[src/design/urml_pkg.sv]
// Package for the ultrasonic range minimum and lock detector.
// Holds widths, reset values, register indexes and the lane control struct.
// No dependencies; every other design file imports it.
package urml_pkg;

    // Sizing of the scan and of the distance window.
    localparam int SENSOR_COUNT = 4;
    localparam int MIN_WINDOW   = 4;
    localparam int WIN_SLOTS    = (MIN_WINDOW > 1) ? MIN_WINDOW - 1 : 1;

    // Field widths.
    localparam int TICK_W     = 24;
    localparam int SCALE_W    = 24;
    localparam int PROD_W     = TICK_W + SCALE_W;
    localparam int FRAC_W     = 24;
    localparam int DIST_W     = 16;
    localparam int RUN_W      = 8;
    localparam int BATT_RAW_W = 12;
    localparam int BATT_W     = 10;
    localparam int EVT_W      = 7;
    localparam int CNT_W      = $clog2(SENSOR_COUNT + 1);

    // Stream data widths, padded to whole bytes.
    localparam int IN_FIELDS_W  = SENSOR_COUNT * TICK_W + BATT_RAW_W;
    localparam int IN_DATA_W    = ((IN_FIELDS_W + 7) / 8) * 8;
    localparam int OUT_FIELDS_W = SENSOR_COUNT * DIST_W + 1 + BATT_W + EVT_W;
    localparam int OUT_DATA_W   = ((OUT_FIELDS_W + 7) / 8) * 8;

    // Saturation limits.
    localparam logic [RUN_W-1:0] RUN_MAX   = 8'd255;
    localparam logic [EVT_W-1:0] EVENT_MAX = 7'd99;

    // Configuration register file.
    localparam int CFG_IDX_W  = 2;
    localparam int CFG_DATA_W = 24;

    typedef enum logic [CFG_IDX_W-1:0] {
        REG_DISTANCE_SCALE = 2'd0,
        REG_STUCK_VALUE    = 2'd1,
        REG_STUCK_LENGTH   = 2'd2
    } cfg_reg_t;

    localparam logic [SCALE_W-1:0] SCALE_RESET        = 24'd6026;
    localparam logic [DIST_W-1:0]  STUCK_VALUE_RESET  = 16'd14;
    localparam logic [RUN_W-1:0]   STUCK_LENGTH_RESET = 8'd80;

    // Pipeline load strobes handed to each lane.
    typedef struct packed {
        logic mul_load;   // capture a new scan into the multiply stage
        logic win_load;   // move the product into the window/run stage
    } lane_ctrl_t;

endpackage

[src/design/urml_merge.sv]
// Merge stage: combines the lane lock flags into the recalibrate flag and event total.
// Depends on urml_pkg; registers the whole result for the output channel.
module urml_merge
    import urml_pkg::*;
(
    input  logic                                clk,
    input  logic                                rst_n,
    input  logic                                load,
    input  logic [SENSOR_COUNT-1:0][DIST_W-1:0] lane_dist,
    input  logic [SENSOR_COUNT-1:0]             lane_locked,
    input  logic [BATT_W-1:0]                   battery,
    output logic [SENSOR_COUNT-1:0][DIST_W-1:0] near_dist,
    output logic                                recal_needed,
    output logic [BATT_W-1:0]                   battery_level,
    output logic [EVT_W-1:0]                    recal_events_shown
);

    logic [EVT_W-1:0]                    total_reg;
    logic [EVT_W-1:0]                    total_next;
    logic [CNT_W-1:0]                    n_locked;
    logic [EVT_W:0]                      sum;
    logic [SENSOR_COUNT-1:0][DIST_W-1:0] near_reg;
    logic                                recal_reg;
    logic [BATT_W-1:0]                   batt_reg;

    // Each locked sensor adds one; the total holds at its ceiling.
    always_comb
    begin
        n_locked   = CNT_W'($countones(lane_locked));
        sum        = {1'b0, total_reg} + (EVT_W+1)'(n_locked);
        total_next = (sum > {1'b0, EVENT_MAX}) ? EVENT_MAX : sum[EVT_W-1:0];
    end

    // Event total, cleared at reset.
    always_ff @(posedge clk or negedge rst_n)
    begin
        if (!rst_n)
        begin
            total_reg <= '0;
        end
        else if (load)
        begin
            total_reg <= total_next;
        end
    end

    // Result payload.
    always_ff @(posedge clk)
    begin
        if (load)
        begin
            near_reg  <= lane_dist;
            recal_reg <= |lane_locked;
            batt_reg  <= battery;
        end
    end

    assign near_dist          = near_reg;
    assign recal_needed       = recal_reg;
    assign battery_level      = batt_reg;
    assign recal_events_shown = total_reg;

endmodule

[config.mk]
export PLATFORM = sky130hd
export DESIGN_NAME = urml_merge
export DESIGN_NICKNAME = d
export VERILOG_FILES = /design/src/design/urml_pkg.sv /design/src/design/urml_merge.sv
export SDC_FILE = /design/constraint.sdc
export NUM_CORES = 1
export LEC_CHECK = 0
export ABC_AREA = 1
export BUFFER_PORTS_ARGS = -buffer_cell sky130_fd_sc_hd__buf_4
export CORE_UTILIZATION = 45
export CTS_BUF_LIST = sky130_fd_sc_hd__clkbuf_8
export DETAILED_ROUTE_END_ITERATION = 7
export GPL_ROUTABILITY_DRIVEN = 0
export GPL_TIMING_DRIVEN = 0
export PLACE_DENSITY = 0.79
export SETUP_SLACK_MARGIN = 0.2
export SLEW_MARGIN = 40
export SYNTH_ARGS = -nofsm -noshare
export SYNTH_HDL_FRONTEND = slang
export SYNTH_SLANG_ARGS = --single-unit
[constraint.sdc]
create_clock -name clk -period 2.7 [get_ports clk]
set_clock_uncertainty 0.15 [all_clocks]
set_input_delay 0.27 -clock clk [delete_from_list [all_inputs] [get_ports clk]]
set_output_delay 0.27 -clock clk [all_outputs]
set_load 0.02 [all_outputs]
Word level (Yosys, flattened, before mapping)
Cells that the tools add are included.
Operators by class
  reductions and logical operators: 1
  equal/unequal tests: 0
  shifts and indexed selects: 0
  bitwise operators: 0
  divide/modulo/power cells: 0
  add/sub/neg operators: 4
  mux-type cells: 1
  $mul: 0
  order comparisons: 1
Operators by type and width (number)
  7-bit by 3-bit adder with 8-bit output: 1
  8-bit by 7-bit > comparator with 1-bit output (second input constant): 1
  7-bit 2-to-1 mux: 1
  1-bit by 1-bit adder with 2-bit output: 2
  4-bit OR reduction: 1
  2-bit by 2-bit adder with 3-bit output: 1
Storage, ports and cells
  memory bits (read-only): 0
  word-level logic and storage cells: 14
  RAM bits: 0
  memories: 0
  input bits: 81
  output and inout bits: 82
  bits in latches: 0
  register bits: 82

Longest topological paths before layout
  depth in word-level cells: 5
  depth in mapped cells: 14
  gate-level depth less buffers: 14

Least setup slack after synthesis
No wires, ideal clock.
  path kind: input to register
  start point: input lane_locked[0]
  end point: register total_reg[1] (netlist: recal_events_shown[1])
  slack: 0.319 ns
  required time: 2.437 ns
  stages: 13
  data arrival time: 2.118 ns
  buffers on the path: 0
  setup time: 0.113 ns
  cell sequence: fa_1 inv_1 fa_1 inv_1 fa_1 nand3_2 xor2_1 nor2_1 nand2_1 nand2_2 nand3_1 nand2_1 inv_1
On the way
  longest elaborated chain between the ends: 5
Ends and longest elaborated chain
  start: declaration: RTL line urml_merge.sv:10  | input logic [SENSOR_COUNT-1:0] lane_locked,
  1-bit by 1-bit adder with 2-bit output (implied by the code) (*): RTL line urml_merge.sv:29  | n_locked = CNT_W'($countones(lane_locked));
  2-bit by 2-bit adder with 3-bit output (implied by the code) (*): RTL line urml_merge.sv:29
  7-bit by 3-bit adder with 8-bit output (*): RTL line urml_merge.sv:30  | sum = {1'b0, total_reg} + (EVT_W+1)'(n_locked);
  8-bit by 7-bit > comparator with 1-bit output: RTL line urml_merge.sv:31  | total_next = (sum > {1'b0, EVENT_MAX}) ? EVENT_MAX : sum[EVT_W-1:0];
  7-bit 2-to-1 mux (*): RTL line urml_merge.sv:31
  end signal: assignment: RTL line urml_merge.sv:43  | total_reg <= total_next;
  end: declaration: RTL line urml_merge.sv:18  | logic [EVT_W-1:0] total_reg;
Every way passes the cells marked *; elsewhere a longest branch is shown, timed or not.
A chain may end at the register's enable or synchronous reset.

Final worst setup path
  start point: input lane_locked[0]
  end point: register total_reg[0] (netlist: recal_events_shown[0])
The elaborated chain is that of the path after synthesis.

==> metrics.yaml <==
clocking:
  clk_latency_ps: 340
  h-tree-depth: 3
  numCtsBuffers: 9
  path_clk_slew_ps: 70
  cts_tree: "done"
  cts.sinks: 82
  cts_root_buf: "clkbuf_8"
  post_cts_resized: 0
  clk_path_buf_depth: 2
sta:
  rsz0062_at_grt: "no"
  slew_headroom_pct: 53.3
  setup_ws_ps: 350
  post-route-min-period_ps: 2350
  hold_viol_final: 0
  tns_ps: 0
  max_slew.worst_pin.slew_ps: 700
  timing.final.crit_share_pct: 87.1
  worst_hold_slack_ps: 87.3
  setup_viol_count_final: 0
  maxSlewViolCount: 0
  fmax_mhz: 425
critical_path:
  slowest_delay_ps: 520
  worstSetupPathType: "primary input to flop"
  cp-end-kind: "flop"
  crit_required_ps: 2780
  critical_path.cell_chain: "buf_4 -> fa_1 -> inv_1 -> fa_1 -> inv_1 -> fa_1 -> nand3_2 -> xor2_1 -> nor2_1 -> nand2_1 -> nand2_2 -> nand3_1 -> nand2_1 -> inv_1"
  cpMaxStageDelayCell: "fa_1"
  worstPathMaxFanout: 3
  rrSetupSlack_ps: 520
  cp-start-kind: "primary input"
  arrival_ps: 2430
route:
  routed_wl_mm: 9.70
  top_layer: "met4"
  drc: 0
  wl_met2_mm: 4.82
  wl_met1_mm: 3.71
  postRouteAntennaNets: 0
  drtPass1Iterations: 4
  dr_wl_met3_microns: 876
  wl_per_cell_microns: 20.4
  vias: 2291
  drtIter0Drc: 127
  routed_via_density: 4.82
global_route:
  grt_usage_pct: 29.9
  grt_pass1_vias: 2357
  overflow: 0
  grt_pass1_wl_mm: 13.5
  grt_max_degree: 80
  antenna_found_initial: 0
synth:
  syn_nets: 233
  synthesis.area_sq_um: 2840
  synthArstFlopShare_pct: 8.54
  yosys_most_used_dff: "edfxtp_1"
  synth_seq_cells: 82
  synth.distinct_cells: 21
  synth_warnings: 0
  synth_edf_count: 75
  synth_area_per_cell_sq_um: 19.3
  seq_area_frac_synth_pct: 85.6
  synthCells: 147
die:
  die_w_microns: 81.4
  dieArea_sq_um: 6630
  initial_core_util_pct: 47.3
  dieHeight_microns: 81.4
  rows: 28
  ios: 163
  coreArea_sq_um: 5990
job:
  drv_cap: 0
placed_design:
  portBuffers: 162
  pre_cts_ws_ps: 43.3
  dpl_cell_area_sq_um: 4150
  dpl.hpwl_mm: 4.98
layout:
  diodes: 0
  layout.nets: 481
  area_delta_synth_final_pct: 78.5
  drive_above_1_share_pct: 46.8
  postLayoutCellArea_sq_um: 5060
power_and_ir_drop:
  p_per_area_nw_per_um2: 595
  vdd_drop_max_mv: 0.376
  finalPower_mw: 3.01
  power_leakage_nw: 2.21
min_path:
  hold_class: "primary input to flop"
status:
  outcome: "completed"
## layout by cell type (no fill, tap or decap), drive strengths merged
cell,instances
a22oi,2
buf,163
clkbuf,9
clkinv,4
dfrtp,7
dlygate4sd3,75
edfxtp,75
fa,3
ha,2
inv,18
nand2,18
nand3,8
nand4,2
nor2,7
o21ai,2
o22ai,1
or2,1
xor2,3
## cells in the mapped netlist (all sizes together) (2+ instances only)
master  number  share of area, %
xor2         3               1.2
fa           3               2.1
nand2       18               2.6
nand3        8               1.9
a22oi        2              0.53
ha           2              0.88
o21ai        2              0.49
inv         15               2.0
nand4        2              0.44
nor2         7               1.4
edfxtp      75                79
dfrtp        7               6.2
## logic make-up after synthesis
group,synth area share (%)
buffers and inverters,2.38
adders and majority gates,3.00
AOI/OAI and AO/OA,1.23
xor gates and xnor gates,1.19
DFF,85.6
and+or+nand+nor,6.62
## where the power goes
group          total (mW)  internal [mW]  leakage [nW]  switching [mW]
Sequential           1.56           1.50         0.812          0.0537
Combinational       0.689          0.335          1.31           0.355
Clock               0.764          0.325        0.0911           0.438
## critical path, delay by kind of cell
family / cells / cell delay [ps]
and+or+nand+nor: 6 / 530
adders and majority gates: 3 / 1110
buffers and inverters: 4 / 340
xor gates and xnor gates: 1 / 180
## routing by layer
layer / track usage (%) / vias to the layer above
met5: 0 / -
met4: 12.5 / 0
met3: 9.89 / 26
met2: 48.1 / 133
met1: 37.0 / 1108
li1: - / 1024
## repair_timing
item,CTS,global route
hold endpoints to repair,81,0
setup buffers,0,0
hold buffers,75,0
## state kept, by name, summed over array words and instances, names as in the netlist
register,flops
near_dist,64
battery_level,10
recal_events_shown,7
recal_needed,1
## worst paths after layout
kind / from / endpoint / cells after the start
setup / recovery: lane_locked[0] / recal_events_shown[0] / 14
hold reg to reg: recal_events_shown[0] / recal_events_shown[0] / 4
setup reg to reg: recal_events_shown[0] / recal_events_shown[0] / 12
min in group asynchronous: rst_n / recal_events_shown[6] / 2
hold / removal: lane_locked[2] / recal_needed / 3
max in group asynchronous: rst_n / recal_events_shown[5] / 2
## area by class of cell
cell class | count | area, sq um
sequential | 82 | 2430
timing repair buffer | 237 | 1970
tap | 75 | 93.8
buffer | 1 | 11.3
clock buffer | 9 | 124
inverter | 15 | 56.3
fill | 274 | 928
clock inverter | 7 | 37.5
multi-input combinational | 49 | 342
## per-stage QoR
step / util, % / std cells
global placement: 69.2 / 384
CTS: 84.5 / 475
finish: 84.5 / 475
global route: 84.5 / 475
floorplan: - / 147
detailed placement: 69.3 / 384
Note: power is estimated with default switching activity, not from simulation.
