<file path="config.mk">
export PLATFORM = sky130hd
export DESIGN_NAME = urml_lane
export DESIGN_NICKNAME = d
export VERILOG_FILES = /design/src/design/urml_pkg.sv /design/src/design/urml_lane.sv
export SDC_FILE = /design/constraint.sdc
export NUM_CORES = 2
export LEC_CHECK = 0
export ABC_AREA = 1
export BUFFER_PORTS_ARGS = -buffer_cell sky130_fd_sc_hd__buf_4
export CORE_MARGIN = 2
export CORE_UTILIZATION = 44
export DETAILED_ROUTE_END_ITERATION = 8
export PLACE_DENSITY_LB_ADDON = 0.1
export SETUP_SLACK_MARGIN = 0.3
export SLEW_MARGIN = 15
export SYNTH_ARGS = -nofsm -noshare
export SYNTH_HDL_FRONTEND = slang
export SYNTH_SLANG_ARGS = --single-unit
</file>
<file path="constraint.sdc">
create_clock -name clk -period 12.5 [get_ports clk]
set_input_delay 1.25 -clock clk [delete_from_list [all_inputs] [get_ports clk]]
set_output_delay 1.25 -clock clk [all_outputs]
set_load 0.005 [all_outputs]
</file>
<file path="src/design/urml_pkg.sv">
// Package for the ultrasonic range minimum and lock detector.
// Holds widths, reset values, register indexes and the lane control struct.
// No dependencies; every other design file imports it.
package urml_pkg;

    // Sizing of the scan and of the distance window.
    localparam int SENSOR_COUNT = 4;
    localparam int MIN_WINDOW   = 4;
    localparam int WIN_SLOTS    = (MIN_WINDOW > 1) ? MIN_WINDOW - 1 : 1;

    // Field widths.
    localparam int TICK_W     = 24;
    localparam int SCALE_W    = 24;
    localparam int PROD_W     = TICK_W + SCALE_W;
    localparam int FRAC_W     = 24;
    localparam int DIST_W     = 16;
    localparam int RUN_W      = 8;
    localparam int BATT_RAW_W = 12;
    localparam int BATT_W     = 10;
    localparam int EVT_W      = 7;
    localparam int CNT_W      = $clog2(SENSOR_COUNT + 1);

    // Stream data widths, padded to whole bytes.
    localparam int IN_FIELDS_W  = SENSOR_COUNT * TICK_W + BATT_RAW_W;
    localparam int IN_DATA_W    = ((IN_FIELDS_W + 7) / 8) * 8;
    localparam int OUT_FIELDS_W = SENSOR_COUNT * DIST_W + 1 + BATT_W + EVT_W;
    localparam int OUT_DATA_W   = ((OUT_FIELDS_W + 7) / 8) * 8;

    // Saturation limits.
    localparam logic [RUN_W-1:0] RUN_MAX   = 8'd255;
    localparam logic [EVT_W-1:0] EVENT_MAX = 7'd99;

    // Configuration register file.
    localparam int CFG_IDX_W  = 2;
    localparam int CFG_DATA_W = 24;

    typedef enum logic [CFG_IDX_W-1:0] {
        REG_DISTANCE_SCALE = 2'd0,
        REG_STUCK_VALUE    = 2'd1,
        REG_STUCK_LENGTH   = 2'd2
    } cfg_reg_t;

    localparam logic [SCALE_W-1:0] SCALE_RESET        = 24'd6026;
    localparam logic [DIST_W-1:0]  STUCK_VALUE_RESET  = 16'd14;
    localparam logic [RUN_W-1:0]   STUCK_LENGTH_RESET = 8'd80;

    // Pipeline load strobes handed to each lane.
    typedef struct packed {
        logic mul_load;   // capture a new scan into the multiply stage
        logic win_load;   // move the product into the window/run stage
    } lane_ctrl_t;

endpackage

</file>
<file path="src/design/urml_lane.sv">
// One sensor lane: tick-to-distance multiply, window minimum and lock run counter.
// Depends on urml_pkg for widths and the lane control struct.
module urml_lane
    import urml_pkg::*;
(
    input  logic                clk,
    input  logic                rst_n,
    input  lane_ctrl_t          ctrl,
    input  logic [TICK_W-1:0]   ticks,
    input  logic [SCALE_W-1:0]  distance_scale,
    input  logic [DIST_W-1:0]   stuck_value,
    input  logic [RUN_W-1:0]    stuck_length,
    output logic [DIST_W-1:0]   near_dist,
    output logic                locked
);

    logic [PROD_W-1:0] prod_reg;
    logic [DIST_W-1:0] win_reg [WIN_SLOTS];
    logic [DIST_W-1:0] win_next [WIN_SLOTS];
    logic [RUN_W-1:0]  run_reg;
    logic [RUN_W-1:0]  run_next;
    logic [DIST_W-1:0] dist_cm;
    logic [DIST_W-1:0] lo_next;
    logic [DIST_W-1:0] near_reg;
    logic              locked_reg;

    // Multiply stage: product of ticks and the Q0.24 scale.
    always_ff @(posedge clk)
    begin
        if (ctrl.mul_load)
        begin
            prod_reg <= PROD_W'(ticks) * PROD_W'(distance_scale);
        end
    end

    // Drop the fraction and saturate to the distance width.
    assign dist_cm = (|prod_reg[PROD_W-1:FRAC_W+DIST_W]) ? {DIST_W{1'b1}}
                                                         : prod_reg[FRAC_W+DIST_W-1:FRAC_W];

    // Window minimum, window shift and run count.
    always_comb
    begin
        lo_next = dist_cm;
        for (int k = 0; k < MIN_WINDOW - 1; k++)
        begin
            if (win_reg[k] < lo_next)
            begin
                lo_next = win_reg[k];
            end
        end
        for (int k = WIN_SLOTS - 1; k > 0; k--)
        begin
            win_next[k] = win_reg[k-1];
        end
        win_next[0] = dist_cm;
        if (dist_cm == stuck_value)
        begin
            run_next = (run_reg == RUN_MAX) ? run_reg : run_reg + 1'b1;
        end
        else
        begin
            run_next = '0;
        end
    end

    // Window and run state, cleared at reset.
    always_ff @(posedge clk or negedge rst_n)
    begin
        if (!rst_n)
        begin
            for (int k = 0; k < WIN_SLOTS; k++)
            begin
                win_reg[k] <= '0;
            end
            run_reg <= '0;
        end
        else if (ctrl.win_load)
        begin
            win_reg <= win_next;
            run_reg <= run_next;
        end
    end

    // Lane results toward the merge stage.
    always_ff @(posedge clk)
    begin
        if (ctrl.win_load)
        begin
            near_reg   <= lo_next;
            locked_reg <= (run_next >= stuck_length);
        end
    end

    assign near_dist = near_reg;
    assign locked    = locked_reg;

endmodule

</file>
* Word-level counts from Yosys, hierarchy flattened
Cells that the tools add are included.
** Cells by class
- Multiply operators :: 1
- Equal/unequal tests :: 2
- Shift-type cells :: 0
- Add/subtract/negate cells :: 1
- Div/mod/pow operators :: 0
- Order comparisons :: 4
- Bitwise gates (word level) :: 0
- Multiplexer cells :: 6
- Reduce and logical (&&, ||, !) cells :: 1
** Operator list (count)
- 16-bit two-way mux :: 4
- 16-bit < comparator :: 3
- 24-bit by 24-bit multiplier with 48-bit output :: 1
- 16-bit == test :: 1
- 8-bit two-way mux :: 2
- 8-bit by 1-bit adder with 8-bit output, second input constant :: 1
- 8-bit == test, second input constant :: 1
- 8-bit >= comparator :: 1
- 8-bit OR reduction :: 1
** Word-level totals
- Output and inout bits :: 17
- Bits in latches :: 0
- ROM bits :: 0
- Input port bits :: 76
- Memories :: 0
- Flip-flop bits (word level) :: 121
- Memory bits (writable) :: 0
- Logic and storage cells :: 22

* Depth between registers and ports, before layout
- Depth in word-level cells :: 8
- Gate-level depth with buffers :: 46
- Depth with buffers taken out :: 42

* Worst setup path before layout
Ideal clock, no wire load.
- Path type :: input to register
- Start :: input port ticks[13]
- End :: register prod_reg[41], data pin
- Data required time :: 12.235 ns
- Buffers on the path :: 1
- Library setup time :: 0.265 ns
- Stages on the path :: 30
- Data arrival time :: 7.117 ns
- Path slack :: 5.118 ns
- Cell sequence :: clkbuf_1 -> nand2_1 -> fa_1 -> inv_1 -> fa_1 -> inv_1 -> fa_1 -> inv_1 -> fa_1 -> inv_1 -> fa_1 -> inv_1 -> fa_1 -> inv_1 -> fa_1 -> inv_1 -> ha_1 -> a21o_1 -> a21oi_1 -> nand2_1 -> o21a_1 -> nor2_1 -> o21ai_0 -> nand3_1 -> nand2_1 -> nand2_1 -> o211ai_1 -> a21oi_1 -> o21ai_0 -> xor2_1
** On the way
- Longest elaborated chain between the ends :: 1
** Ends and longest elaborated chain
- start: declaration :: line urml_lane.sv:9 : input logic [TICK_W-1:0] ticks,
- 24-bit by 24-bit multiplier with 48-bit output :: line urml_lane.sv:32 : prod_reg <= PROD_W'(ticks) * PROD_W'(distance_scale);
- end signal: assignment :: line urml_lane.sv:32
- end: declaration :: line urml_lane.sv:17 : logic [PROD_W-1:0] prod_reg;
No other way between the ends.
A chain may end at the register's enable or synchronous reset.

* Worst setup path after layout
- Start :: register prod_reg[47]
- End :: register near_reg[3] (netlist: near_dist[3]), data pin
** On the way
- Longest elaborated chain between the ends :: 8
** Ends and longest elaborated chain
- 8-bit OR reduction (*) :: line urml_lane.sv:37 : assign dist_cm = (|prod_reg[PROD_W-1:FRAC_W+DIST_W]) ? {DIST_W{1'b1}}
- 16-bit two-way mux (*) :: line urml_lane.sv:37
- 16-bit < comparator :: line urml_lane.sv:46 : if (win_reg[k] < lo_next)
- 16-bit two-way mux (*) :: line urml_lane.sv:46
- 16-bit < comparator :: line urml_lane.sv:46
- 16-bit two-way mux (*) :: line urml_lane.sv:46
- 16-bit < comparator :: line urml_lane.sv:46
- 16-bit two-way mux (*) :: line urml_lane.sv:46
- via lo_next[3] :: line urml_lane.sv:23 : logic [DIST_W-1:0] lo_next;
- end signal: assignment :: line urml_lane.sv:89 : near_reg <= lo_next;
- end: declaration :: line urml_lane.sv:24 : logic [DIST_W-1:0] near_reg;
The timed path passes the listed nets; every way through them passes the cells marked *.

==> impl_metrics.xml <==
<?xml version="1.0" encoding="UTF-8"?>
<metrics>
  <group name="placed_design">
    <metric name="pre_cts_slack" unit="ps">4580</metric>
    <metric name="hpwl" unit="µm">50800</metric>
    <metric name="io_buffers" unit="">92</metric>
    <metric name="finalWeightedCongestion" unit="">0.860</metric>
  </group>
  <group name="sta">
    <metric name="holdWs" unit="ps">494</metric>
    <metric name="grt_setup_unrepaired" unit="">false</metric>
    <metric name="report.final.slew_viol_count" unit="">0</metric>
    <metric name="setup_viol" unit="">0</metric>
    <metric name="timing_hold_violations_final" unit="">0</metric>
    <metric name="finalSetupTns" unit="ps">0</metric>
    <metric name="worst_slew_pin_slew" unit="ps">1120</metric>
    <metric name="final_period_minus_worst_setup_slack" unit="ps">7610</metric>
    <metric name="final_min_period_over_clock_period" unit="%">60.9</metric>
    <metric name="slew_headroom" unit="%">24.1</metric>
    <metric name="skew" unit="ps">9.33</metric>
    <metric name="max_freq" unit="GHz">0.131</metric>
    <metric name="final.setup.worst_slack" unit="ps">4890</metric>
  </group>
  <group name="layout">
    <metric name="seq_area" unit="mm²">0.00263</metric>
    <metric name="area.growth.synth_to_final" unit="%">5.82</metric>
    <metric name="nNetsFinal" unit="">3819</metric>
    <metric name="multi_input_area" unit="mm²">0.0178</metric>
    <metric name="antennaDiodeCount" unit="">0</metric>
    <metric name="final.fill_count" unit="">5476</metric>
    <metric name="drive_above_1_share" unit="%">3.97</metric>
    <metric name="largest_register_ffs" unit="">32</metric>
  </group>
  <group name="yosys">
    <metric name="netlist-cell-type-count" unit="">43</metric>
    <metric name="synth_seq_cells" unit="">97</metric>
    <metric name="synth_area_per_cell" unit="µm²">7.94</metric>
    <metric name="synth-edff-count" unit="">41</metric>
    <metric name="synthDominantAreaCellType" unit="">sky130_fd_sc_hd__fa_1</metric>
    <metric name="sequential_fraction_of_the_synthesis_area" unit="%">10.9</metric>
    <metric name="synth_largest_type_area_fraction" unit="%">39.7</metric>
    <metric name="ys_warn_count" unit="">0</metric>
    <metric name="synth_area" unit="mm²">0.0242</metric>
    <metric name="synth.top_cells.by_area" unit="">sky130_fd_sc_hd__fa_1 (40%), sky130_fd_sc_hd__inv_1 (14%), sky130_fd_sc_hd__nand2_1 (13%)</metric>
    <metric name="postSynthCellCount" unit="">3053</metric>
    <metric name="ys_async_sr_fraction" unit="%">57.7</metric>
    <metric name="postSynth.topFlopCell" unit="">sky130_fd_sc_hd__dfrtp_1</metric>
    <metric name="synth_nets" unit="">3831</metric>
  </group>
  <group name="clock_tree">
    <metric name="post-cts-setup-buffer-count" unit="">0</metric>
    <metric name="cts.reportedPaths.clkPinSlew" unit="ps">70</metric>
    <metric name="htreeDepth" unit="">3</metric>
    <metric name="cts_hold_buf" unit="">0</metric>
    <metric name="cts-root-to-sink-buffers" unit="">2</metric>
    <metric name="clock_tree_from_tritoncts" unit="">yes</metric>
    <metric name="cts_inserted_buffers" unit="">9</metric>
    <metric name="clock_tree_sinks" unit="">97</metric>
    <metric name="clock_insertion_delay_worst_skew" unit="ps">350</metric>
    <metric name="cts_resized" unit="">0</metric>
    <metric name="clockRootBuffer" unit="">sky130_fd_sc_hd__clkbuf_16</metric>
  </group>
  <group name="detailed_routing">
    <metric name="average_vias_per_placed_instance" unit="">4.93</metric>
    <metric name="drt_iter0_drc" unit="">938</metric>
    <metric name="avgRoutedWirePerCell" unit="µm">17.0</metric>
    <metric name="drt-total-wl" unit="µm">63800</metric>
    <metric name="detail-route-antenna-nets" unit="">0</metric>
    <metric name="via_count" unit="">18487</metric>
    <metric name="drc_viols" unit="">0</metric>
    <metric name="drt-pass1-iter-count" unit="">5</metric>
  </group>
  <group name="setup_path">
    <metric name="timing.critical_path.required" unit="ps">12610</metric>
    <metric name="critPathArrivalTime" unit="ps">7720</metric>
    <metric name="reg2reg_depth" unit="">30</metric>
    <metric name="critical_path.slowest_cell" unit="">sky130_fd_sc_hd__a2111oi_0</metric>
    <metric name="startpoint_type" unit="">flip-flop</metric>
    <metric name="worstPathMaxFanout" unit="">31</metric>
    <metric name="worst_r2r_startpoint" unit="">prod_reg[47]</metric>
    <metric name="max_stage_delay" unit="ps">720</metric>
    <metric name="ff2ff_setup_slack" unit="ps">4890</metric>
    <metric name="crit_type" unit="">flip-flop to flip-flop</metric>
    <metric name="timing.rr.end" unit="">near_dist[3]</metric>
    <metric name="kind_of_end_point_of_the_critical_path" unit="">flip-flop</metric>
  </group>
  <group name="worst_hold_path">
    <metric name="holdCritStartpoint" unit="">win_next[16]</metric>
    <metric name="worst_hold_path_depth" unit="">2</metric>
    <metric name="hold_path_end" unit="">win_next[0]</metric>
    <metric name="timing.hold.worst.class" unit="">flip-flop to flip-flop</metric>
  </group>
  <group name="global_routing">
    <metric name="grt_start_max_net_pins" unit="">69</metric>
    <metric name="vias_in_the_first_global_route" unit="">19923</metric>
    <metric name="grt_first_pass_wirelength" unit="µm">106000</metric>
    <metric name="grt_overflow" unit="">0</metric>
    <metric name="groute.usage.overall" unit="%">23.7</metric>
    <metric name="grt_antenna_before_repair" unit="">0</metric>
  </group>
  <group name="floorplan">
    <metric name="floorplan.core_area" unit="mm²">0.0548</metric>
    <metric name="die-area" unit="mm²">0.0570</metric>
    <metric name="chipHeight" unit="µm">239</metric>
    <metric name="fp.dieW" unit="µm">239</metric>
    <metric name="core.rowCount" unit="">86</metric>
    <metric name="boundaryPins" unit="">93</metric>
    <metric name="start_util" unit="%">44.2</metric>
  </group>
  <group name="run_status">
    <metric name="status" unit="">finished, final reports clean</metric>
  </group>
  <group name="run">
    <metric name="cap_viol_max_count" unit="">0</metric>
  </group>
</metrics>
==> area by class of cell <==
cell class	instances	share of cell area, %
Multi-Input combinational cell	1944	69.4
Inverter	895	13.1
Sequential cell	97	10.3
Tap cell	704	3.44
Timing Repair Buffer	94	2.75
Clock buffer	10	0.893
Clock inverter	6	0.176
==> worst max path at each step <==
| stage | start | to | slack (ps) | cells after the start |
|---|---|---|---|---|
| after detailed placement | ticks[13] | prod_reg[46] | 4580 | 25 |
| after global routing | prod_reg[47] | near_dist[2] | 4190 | 30 |
| final | prod_reg[47] | near_dist[3] | 4890 | 30 |
| after CTS | prod_reg[47] | near_dist[3] | 4920 | 30 |
| after floorplan | ticks[13] | prod_reg[41] | 5120 | 30 |
| after global placement | ticks[13] | prod_reg[46] | 4630 | 25 |
==> layer usage <==
metal / routed length [µm] / track usage, % / share of wire [%]
met4: 1640 / 6.08 / 2.6
met1: 27700 / 31.9 / 43
met2: 31800 / 41.6 / 50
met3: 2690 / 1.92 / 4.2
met5: 0 / 0 / 0
==> critical path, delay by kind of cell, from the launching register on <==
family	cells	cell delay, ps
AOI/OAI and AO/OA	10	2690
and+or+nand+nor	13	2430
adders and majority gates	3	980
DFF	1	370
buffers and inverters	4	900
==> per-stage QoR <==
stage	std cells	util (%)	cell area (µm²)
finish	3750	46.8	25600
global route	3750	46.8	25600
floorplan	3053	-	24200
CTS	3750	46.8	25600
detailed placement	3734	46.3	25400
global placement	3734	46.3	25400
==> cells in the mapped netlist, types with 17 or more instances <==
library cell               count
sky130_fd_sc_hd__a21oi_1      72
sky130_fd_sc_hd__clkbuf_1    115
sky130_fd_sc_hd__dfrtp_1      56
sky130_fd_sc_hd__edfxtp_1     41
sky130_fd_sc_hd__fa_1        481
sky130_fd_sc_hd__ha_1        221
sky130_fd_sc_hd__inv_1       890
sky130_fd_sc_hd__nand2_1     863
sky130_fd_sc_hd__nand3_1      43
sky130_fd_sc_hd__nor2_1       62
sky130_fd_sc_hd__o21ai_0      81
sky130_fd_sc_hd__xnor2_1      17
sky130_fd_sc_hd__xor2_1       27
==> cell families after synthesis <==
kind of cell | Yosys count | synth area share [%]
AOI/OAI and AO/OA | 198 | 4.57
xor gates and xnor gates | 44 | 1.59
adders and majority gates | 702 | 51.2
buffers and inverters | 1012 | 15.7
DFF | 97 | 10.9
and+or+nand+nor | 1000 | 16.1
==> cells in the final DEF (no fill, tap or decap), drive strengths merged, types with 2 or more instances in the layout <==
master,n
a31oi,6
buf,94
clkbuf,10
edfxtp,41
a21boi,2
nor3,6
nand4,10
a211oi,6
a21oi,72
clkinv,3
a2111oi,2
clkinvlp,3
ha,221
xnor2,17
o21bai,3
nand2,869
o211ai,7
xor2,27
inv,895
nor4,4
a21o,6
o21ai,81
dfrtp,56
nor2,63
fa,481
nand3,43
o21a,8
Power is not shown: default switching activity piles up to over one toggle a cycle in this logic, so the estimate is an artifact.
